## src/hdl/qbh_pkg.sv

```systemverilog
// shared types and constants of the bicubic heatmap pixel block
package qbh_pkg;

    // field widths of the channels
    localparam int PIX_W      = 16;
    localparam int RECIP_W    = 17;
    localparam int RECIP_FRAC = 16;
    localparam int VAL_W      = 16;
    localparam int HUE_W      = 9;
    localparam int BRIGHT_W   = 8;
    localparam int CFG_IDX_W  = 3;
    localparam int CFG_DATA_W = 17;

    // register reset values
    localparam logic [RECIP_W-1:0] RECIP_RESET = 17'h10000;

    // heatmap constants
    localparam int                 HUE_SCALE    = 359;
    localparam logic [HUE_W-1:0]   HUE_MAX      = 9'd359;
    localparam logic [BRIGHT_W-1:0] BRIGHT_MAX  = 8'd255;
    localparam int                 BRIGHT_SCALE = 2550;

    // floor(q / 9) as (q * DIV9_MULT) >> DIV9_SHIFT, exact for q below 209717
    localparam int DIV9_SHIFT = 20;
    localparam int DIV9_MULT  = 116509;

    // configuration register indexes
    typedef enum logic [CFG_IDX_W-1:0] {
        REG_QUAD_LEFT,
        REG_QUAD_TOP,
        REG_WIDTH_RECIP,
        REG_HEIGHT_RECIP,
        REG_VALUE_TL,
        REG_VALUE_TR,
        REG_VALUE_BR,
        REG_VALUE_BL
    } cfg_reg_t;

    // configuration register file contents
    typedef struct packed {
        logic [PIX_W-1:0]          quad_left;
        logic [PIX_W-1:0]          quad_top;
        logic [RECIP_W-1:0]        width_recip;
        logic [RECIP_W-1:0]        height_recip;
        logic signed [VAL_W-1:0]   value_tl;
        logic signed [VAL_W-1:0]   value_tr;
        logic signed [VAL_W-1:0]   value_br;
        logic signed [VAL_W-1:0]   value_bl;
    } cfg_t;

endpackage

```

## src/hdl/qbh_heat.sv

```systemverilog
// heatmap hue and brightness from the surface value, three stages
module qbh_heat #(
    parameter int VALUE_FRAC_BITS = 14
) (
    input  logic                                clk,
    input  logic                                rst_n,
    input  logic                                in_valid,
    output logic                                in_ready,
    input  logic signed [qbh_pkg::VAL_W-1:0]    value,
    output logic                                out_valid,
    input  logic                                out_ready,
    output logic signed [qbh_pkg::VAL_W-1:0]    surface_value,
    output logic [qbh_pkg::HUE_W-1:0]           hue,
    output logic [qbh_pkg::BRIGHT_W-1:0]        brightness
);

    localparam int NS     = 3;
    localparam int VW     = qbh_pkg::VAL_W;
    localparam int DIFF_W = ((VALUE_FRAC_BITS > VW - 1) ? VALUE_FRAC_BITS : VW - 1) + 2;
    localparam int HP_W   = DIFF_W + 10;
    localparam int TH_W   = ((VALUE_FRAC_BITS + 5) > 21) ? (VALUE_FRAC_BITS + 5) : 21;
    localparam int BP_W   = 27;
    localparam int Q_W    = 19;
    localparam int QM_W   = Q_W + 17;
    localparam int B_W    = QM_W - qbh_pkg::DIV9_SHIFT;
    localparam logic signed [DIFF_W-1:0] ONE      = DIFF_W'(1 << VALUE_FRAC_BITS);
    localparam logic signed [HP_W-1:0]   HUE_K    = HP_W'(qbh_pkg::HUE_SCALE);
    localparam logic signed [TH_W-1:0]   NINE_ONE = TH_W'(9 << VALUE_FRAC_BITS);

    logic [NS-1:0] valid_reg;
    logic [NS-1:0] valid_next;
    logic [NS-1:0] stage_en;

    // stage 0 signals
    logic signed [DIFF_W-1:0] diff;
    logic signed [TH_W-1:0]   v_th;
    logic signed [TH_W-1:0]   v10;
    logic signed [HP_W-1:0]   hue_prod_next;
    logic signed [HP_W-1:0]   hue_prod_reg;
    logic [BP_W-1:0]          bprod_next;
    logic [BP_W-1:0]          bprod_reg;
    logic                     high_next;
    logic                     high_a_reg;
    logic                     pos_next;
    logic                     pos_a_reg;
    logic signed [VW-1:0]     v_a_reg;

    // stage 1 signals
    logic [HP_W-1:0]          hq;
    logic [Q_W-1:0]           q;
    logic [qbh_pkg::HUE_W-1:0] hue_next;
    logic [qbh_pkg::HUE_W-1:0] hue_b_reg;
    logic [QM_W-1:0]          qm_next;
    logic [QM_W-1:0]          qm_reg;
    logic                     high_b_reg;
    logic                     pos_b_reg;
    logic signed [VW-1:0]     v_b_reg;

    // stage 2 signals
    logic [B_W-1:0]              bq;
    logic [qbh_pkg::BRIGHT_W-1:0] bright_next;
    logic [qbh_pkg::BRIGHT_W-1:0] bright_reg;
    logic [qbh_pkg::HUE_W-1:0]    hue_reg;
    logic signed [VW-1:0]         v_reg;

    // a stage moves when it is empty or the next one moves
    always_comb
    begin
        stage_en[NS-1] = !valid_reg[NS-1] || out_ready;
        for (int k = NS - 2; k >= 0; k--)
        begin
            stage_en[k] = !valid_reg[k] || stage_en[k+1];
        end
    end

    assign in_ready = stage_en[0];

    // valid bits follow the data
    always_comb
    begin
        valid_next = valid_reg;
        if (stage_en[0])
        begin
            valid_next[0] = in_valid;
        end
        for (int k = 1; k < NS; k++)
        begin
            if (stage_en[k])
            begin
                valid_next[k] = valid_reg[k-1];
            end
        end
    end

    always_ff @(posedge clk or negedge rst_n)
    begin
        if (!rst_n)
        begin
            valid_reg <= '0;
        end
        else
        begin
            valid_reg <= valid_next;
        end
    end

    // products for hue and brightness, threshold at 0.9
    always_comb
    begin
        diff          = ONE - $signed({{(DIFF_W-VW){value[VW-1]}}, value});
        hue_prod_next = $signed({{(HP_W-DIFF_W){diff[DIFF_W-1]}}, diff}) * HUE_K;
        v_th          = $signed({{(TH_W-VW){value[VW-1]}}, value});
        v10           = (v_th <<< 3) + (v_th <<< 1);
        high_next     = (v10 >= NINE_ONE);
        pos_next      = !value[VW-1] && (value != '0);
        bprod_next    = BP_W'(value[VW-2:0]) * BP_W'(qbh_pkg::BRIGHT_SCALE);
    end

    // hue clamp and divide by nine via reciprocal
    always_comb
    begin
        hq = hue_prod_reg >> VALUE_FRAC_BITS;
        if (hue_prod_reg[HP_W-1] || (hue_prod_reg == '0))
        begin
            hue_next = '0;
        end
        else if (hq > HP_W'(qbh_pkg::HUE_SCALE))
        begin
            hue_next = qbh_pkg::HUE_MAX;
        end
        else
        begin
            hue_next = hq[qbh_pkg::HUE_W-1:0];
        end
        q       = Q_W'(bprod_reg >> VALUE_FRAC_BITS);
        qm_next = QM_W'(q) * QM_W'(qbh_pkg::DIV9_MULT);
    end

    // brightness select
    always_comb
    begin
        bq = qm_reg[QM_W-1:qbh_pkg::DIV9_SHIFT];
        if (high_b_reg)
        begin
            bright_next = qbh_pkg::BRIGHT_MAX;
        end
        else if (!pos_b_reg)
        begin
            bright_next = '0;
        end
        else if (bq > B_W'(qbh_pkg::BRIGHT_MAX))
        begin
            bright_next = qbh_pkg::BRIGHT_MAX;
        end
        else
        begin
            bright_next = bq[qbh_pkg::BRIGHT_W-1:0];
        end
    end

    // stage registers
    always_ff @(posedge clk)
    begin
        if (stage_en[0])
        begin
            hue_prod_reg <= hue_prod_next;
            bprod_reg    <= bprod_next;
            high_a_reg   <= high_next;
            pos_a_reg    <= pos_next;
            v_a_reg      <= value;
        end
        if (stage_en[1])
        begin
            hue_b_reg  <= hue_next;
            qm_reg     <= qm_next;
            high_b_reg <= high_a_reg;
            pos_b_reg  <= pos_a_reg;
            v_b_reg    <= v_a_reg;
        end
        if (stage_en[2])
        begin
            bright_reg <= bright_next;
            hue_reg    <= hue_b_reg;
            v_reg      <= v_b_reg;
        end
    end

    assign out_valid     = valid_reg[NS-1];
    assign surface_value = v_reg;
    assign hue           = hue_reg;
    assign brightness    = bright_reg;

endmodule
```

## config.mk

```make
export PLATFORM = sky130hd
export DESIGN_NAME = qbh_heat
export DESIGN_NICKNAME = d
export VERILOG_FILES = /design/src/hdl/qbh_pkg.sv /design/src/hdl/qbh_heat.sv
export SDC_FILE = /design/constraint.sdc
export NUM_CORES = 1
export LEC_CHECK = 0
export BUFFER_PORTS_ARGS = -buffer_cell sky130_fd_sc_hd__buf_2
export CAP_MARGIN = 40
export CORE_MARGIN = 8
export CORE_UTILIZATION = 48
export CTS_BUF_LIST = sky130_fd_sc_hd__clkbuf_8
export DETAILED_ROUTE_END_ITERATION = 8
export PLACE_DENSITY_LB_ADDON = 0.15
export SYNTH_ARGS = -nofsm -noshare
export SYNTH_HDL_FRONTEND = slang
export SYNTH_SLANG_ARGS = --single-unit
```

## constraint.sdc

```tcl
create_clock -name clk -period 5.2 [get_ports clk]
set_input_delay 0.52 -clock clk [delete_from_list [all_inputs] [get_ports clk]]
set_output_delay 0.52 -clock clk [all_outputs]
set_load 0.02 [all_outputs]
```

[Word level (Yosys, flattened, before mapping)]
Index checks and enable logic that the tools add are counted.
Cells by class
  add/sub/neg operators: 2
  multipliers: 3
  mux-type cells: 3
  order comparisons: 3
  reduce and logical (&&, ||, !) cells: 12
Operator list (number)
  $mul A13 B17 Y30 const B: 1
  $logic_not A27 Y1: 1
  $mul A17 B10 Y27 const B: 1
  $mul A15 B11 Y26 const B: 1
  $add A19 B17 Y20: 1
  $ge A20 B19 Y1 const B: 1
  $sub A16 B16 Y17 const A: 1
  $gt A16 B8 Y1 const B: 1
  $mux W8: 2
  $reduce_bool A16 Y1: 1
  $gt A13 B9 Y1 const B: 1
  $mux W9: 1
  $logic_not A1 Y1: 4
  $logic_or A1 B1 Y1: 4
  $reduce_or A2 Y1: 1
  $logic_and A1 B1 Y1: 1
Storage, ports and cells
  output and inout port bits: 35
  word-level logic and storage cells: 40
  input bits: 20
  register bits after elaboration: 170

[Depth between registers and ports, before layout]
  word-level depth: 4
  gate-level depth with buffers: 25
  gate-level depth less buffers: 25

[Worst setup path before layout]
Ideal clock, no wire load.
  kind: in2reg
  start point: input port value[1] in the netlist's numbering
  end point: register hue_prod_reg[25], data pin
  arrival time: 6760 ps
  cell stages on the path: 24
  library setup time: 263 ps
  slack: -1823 ps
  path buffers: 0
  data required time: 4937 ps
  path through: inv_1 -> ha_1 -> and3_4 -> nand4_4 -> nor2_4 -> a21oi_1 -> xnor2_1 -> inv_1 -> ha_1 -> fa_1 -> fa_1 -> fa_1 -> inv_1 -> fa_1 -> inv_1 -> ha_1 -> o21ai_0 -> a21oi_1 -> o21ai_0 -> a31oi_1 -> nor4_1 -> o21bai_1 -> a21oi_1 -> xnor2_1
Between the ends
  longest elaborated chain between the ends: 2
RTL lines
  start: declaration: line qbh_heat.sv:9  | input logic signed [qbh_pkg::VAL_W-1:0] value,
  $sub A16 B16 Y17: line qbh_heat.sv:110  | diff = ONE - $signed({{(DIFF_W-VW){value[VW-1]}}, value});
  $mul A17 B10 Y27: line qbh_heat.sv:111  | hue_prod_next = $signed({{(HP_W-DIFF_W){diff[DIFF_W-1]}}, diff}) * HUE_K;
  named net hue_prod_next[25]: line qbh_heat.sv:38  | logic signed [HP_W-1:0] hue_prod_next;
  end signal: assignment: line qbh_heat.sv:166  | hue_prod_reg <= hue_prod_next;
  end: declaration: line qbh_heat.sv:39  | logic signed [HP_W-1:0] hue_prod_reg;
The timed path passes the listed nets, and every way through them passes these cells.
A chain may end at the register's enable or synchronous reset.

[Final worst setup path]
Ends and elaborated chain as after synthesis.

==> metrics list <==
* Min-delay worst type: in -> reg
- The die covers 36900 sq um.
- The finished cells cover 18800 sq um.
- Pin placement for this block handled 55 I/O pins.
- Max FO, Critical Path: 5
* Number of global-route vias before repair: 10900
- Synth Flop Type: edfxtp_1
* TritonCTS clock tree: built
- Routed vias/inst: 4.94
- Counting every instance in the synthesized netlist gives 1294.
- Clock-pin slew reported for the worst setup and hold paths after clock tree synthesis: 0.09 ns
- The number of antenna diodes in the final layout is 0.
* Number of nets in the final layout: 2093
- After the flow finishes, the layout carries non-filler instances totaling 2025.
* Violations in the final reports: setup timing
- The number of nets handed over by synthesis was 1771.
* DP HPWL: 26600 um
- Worst setup path category: in -> reg
- At the pin with the least slew margin, the transition time is 0.825 ns.
- Headroom to the max-slew limit came out at 0.450.
- The clock net in this run drives a total of 130 sinks.
- The synthesized netlist contains 65 unique library cells.
- The number of antenna violations at the first check in global routing came to 0.
* Instance area after placement: 17500 sq um
* Clock Root Buffer: clkbuf_8
- Initial DRC Count: 427
- STA classifies the critical path startpoint as a primary input.
- P&R area growth vs syn: 26.5%
* Multi-input gate area in the final layout: 10600 sq um
- For the worst setup path, the data arrival time is 5.55 ns.
- The routed design could run at a clock period as short as 5.32 ns.
- In the final routed layout, each cell accounts on average for 16.2 um.
* Asr flop ratio synth: 0.0231
- In this run, synthesis produced a sequential element count of 130.
- Across all layers, the routed design uses 10000 vias.
* Register area share after synthesis: 0.261
* First-pass detailed-route iteration total: 5
- Aggregate global-route resource usage: 0.188
* Total detailed-routing wirelength: 32800 um
- The first global-routing pass estimated 54300 um of wire.
- Hold Violations, Final: 0
- The synthesized design contains 127 enable-type register cells.
- From bottom edge to top edge, the die measures 192 um.
- Entering global routing, the biggest net connects 60 pins.
- The clock passes through at most 2 buffers.
- Dividing the final minimum period by the clock period gives 1.02.
* Clock Skews: 0.0231 ns
- Residual antenna-violating net count after detailed routing: 0
- Core area: 30600 sq um
- Worst-skew pair later-pin latency: 0.47 ns
- The initialized floorplan defines 64 standard-cell rows.
- After detailed routing, the number of remaining DRC violations is 0.
- The final max-slew violation count came to 0.
- Run status: finished, violations left
- During placement, the flow inserted port buffers numbering 54.
- Clock buffers created by TritonCTS: 17
- Storage element area: 3890 sq um
- Counting the fill cells in the layout gives 2507.
* Placed cell count: 1955
- Critical path data required time: 5.43 ns
* Flip-flop count of the largest register after layout: 27
* Starting Density: 0.487
- Final weighted congestion in routability-driven placement: 0.892
- # setup viols final: 6
- Number of H-tree branching levels: 4
* Congestion Overflow GR: 0
- Share of layout cells above drive strength 1: 0.292
- Mean instance size in the synthesized netlist: 11.5 sq um
- Setup repair after global routing could not meet its margin everywhere.
* Combined area of all synthesized cells: 14900 sq um
- Total negative setup slack: -0.373 ns
- Across all setup checks in the final design, the least slack found is -0.121 ns.
- Crit. End Element: register
- Synth warn: 0
- Based on the critical path, the design can be clocked at up to 188 MHz.
* Die span in x: 192 um
- Max-cap violations in this run came to 0.
-- cells in the mapped netlist, drive strengths merged (5+ instances only) --
| library cell | number | share of area |
|---|---|---|
| xor2 | 16 | 0.0094 |
| nor2 | 26 | 0.0072 |
| o21bai | 11 | 0.0055 |
| nand3 | 19 | 0.0064 |
| a21o | 16 | 0.0081 |
| o21ai | 37 | 0.013 |
| xnor2 | 46 | 0.027 |
| o21a | 17 | 0.0086 |
| inv | 326 | 0.082 |
| a21oi | 45 | 0.015 |
| nand2b | 15 | 0.0063 |
| nor3 | 13 | 0.0044 |
| a211oi | 9 | 0.0049 |
| nand4 | 5 | 0.0031 |
| edfxtp | 127 | 0.26 |
| ha | 262 | 0.22 |
| o211ai | 5 | 0.0029 |
| nor4 | 9 | 0.0038 |
| nand2 | 21 | 0.0055 |
| and3 | 8 | 0.0037 |
| o31ai | 5 | 0.0038 |
| nor2b | 6 | 0.0025 |
| fa | 195 | 0.26 |
-- repair_timing --
| action | in CTS | in global routing |
|---|---|---|
| endpoints found under the hold margin | 3 | 0 |
| pin swaps | 65 | 50 |
| resized for setup | 52 | 64 |
| setup buffers | 27 | 17 |
| hold buffers | 1 | 0 |
| setup endpoints to repair | 15 | 18 |
| gates cloned | 0 | 0 |
-- metrics by stage --
stage	worst slack, ns	util	hold WS (ns)
2_1_floorplan	-0.540	-	0.224
3_3_place_gp	-0.820	0.573	0.318
3_5_place_dp	-0.929	0.573	0.323
4_1_cts	-0.111	0.603	0.210
5_1_grt	-0.353	0.616	0.224
6_report	-0.121	0.616	0.249
-- routing by layer --
| layer | vias to the layer above | GRT usage | wire [um] |
|---|---|---|---|
| met3 | 16 | 0.0329 | 1390 |
| met5 | - | 0 | 0 |
| met1 | 4897 | 0.254 | 15700 |
| met2 | 153 | 0.314 | 15400 |
| li1 | 4942 | - | - |
| met4 | 0 | 0.0370 | 307 |
-- critical path: stages --
cell and delay (ns):
buf_8 0.08, clkinvlp_4 0.11, buf_6 0.14, ha_4 0.15, and3_4 0.19, xnor2_2 0.18, ha_1 0.35, inv_1 0.07
fa_1 0.53, inv_1 0.06, ha_4 0.21, fa_1 0.53, inv_1 0.05, fa_1 0.52, inv_1 0.06, ha_4 0.24
buf_4 0.15, nand2_1 0.11, nor4_4 0.05, buf_4 0.16, o311ai_4 0.34, a31oi_4 0.15, nor4_4 0.28, o21bai_1 0.11
a21oi_2 0.14, xnor2_1 0.07
-- cells in the final DEF, fill, tap and decap left out, types with 5 or more instances in the layout --
cell type,count
o21ai_2,6
nand2_1,17
clkinvlp_4,5
nor3_1,11
and3_1,6
o21bai_1,11
buf_4,241
a21oi_1,32
o21a_1,17
a211oi_1,6
edfxtp_1,127
ha_4,27
clkbuf_8,19
ha_1,231
buf_6,8
inv_2,15
o21ai_0,25
buf_2,53
xnor2_2,8
nand2b_1,14
fa_1,181
fa_2,14
inv_1,312
nor2_1,23
xor2_1,16
xnor2_1,34
a21oi_2,11
nand3_1,15
a21o_1,16
o21ai_1,5
nor4_1,7
-- worst paths after layout --
path | start | endpoint | slack [ns] | depth (start not counted)
worst min-delay path | in_valid | valid_reg[0] | 0.25 | 2
worst min register to register | v_a_reg[7] | v_b_reg[7] | 0.42 | 0
worst max register to register | bprod_reg[21] | qm_reg[28] | 0.15 | 18
worst max-delay path | value[1] | hue_prod_reg[25] | -0.12 | 26
max in group asynchronous | rst_n | valid_reg[0] | 4.72 | 2
min in group asynchronous | rst_n | valid_reg[2] | 0.36 | 2
-- logic make-up (layout without fill, tap and decap cells) --
logic type	after synthesis	after routing	synth area share
xor gates and xnor gates	62	62	0.0365
AOI/OAI and AO/OA	179	179	0.0865
buffers and inverters	328	663	0.0827
adders and majority gates	457	457	0.483
and+or+nand+nor	138	138	0.0504
DFF	130	130	0.261
-- layout make-up --
cell class / count / area share
Clock inverter: 13 / 0.00591
Inverter: 326 / 0.0653
Sequential cell: 130 / 0.206
Timing Repair Buffer: 305 / 0.117
Tap cell: 396 / 0.0263
Multi-Input combinational cell: 836 / 0.565
Clock buffer: 19 / 0.0139
Power is left out: the tool's default activity adds up to more than one toggle a clock period on the data nets, which glitch-free logic cannot reach.
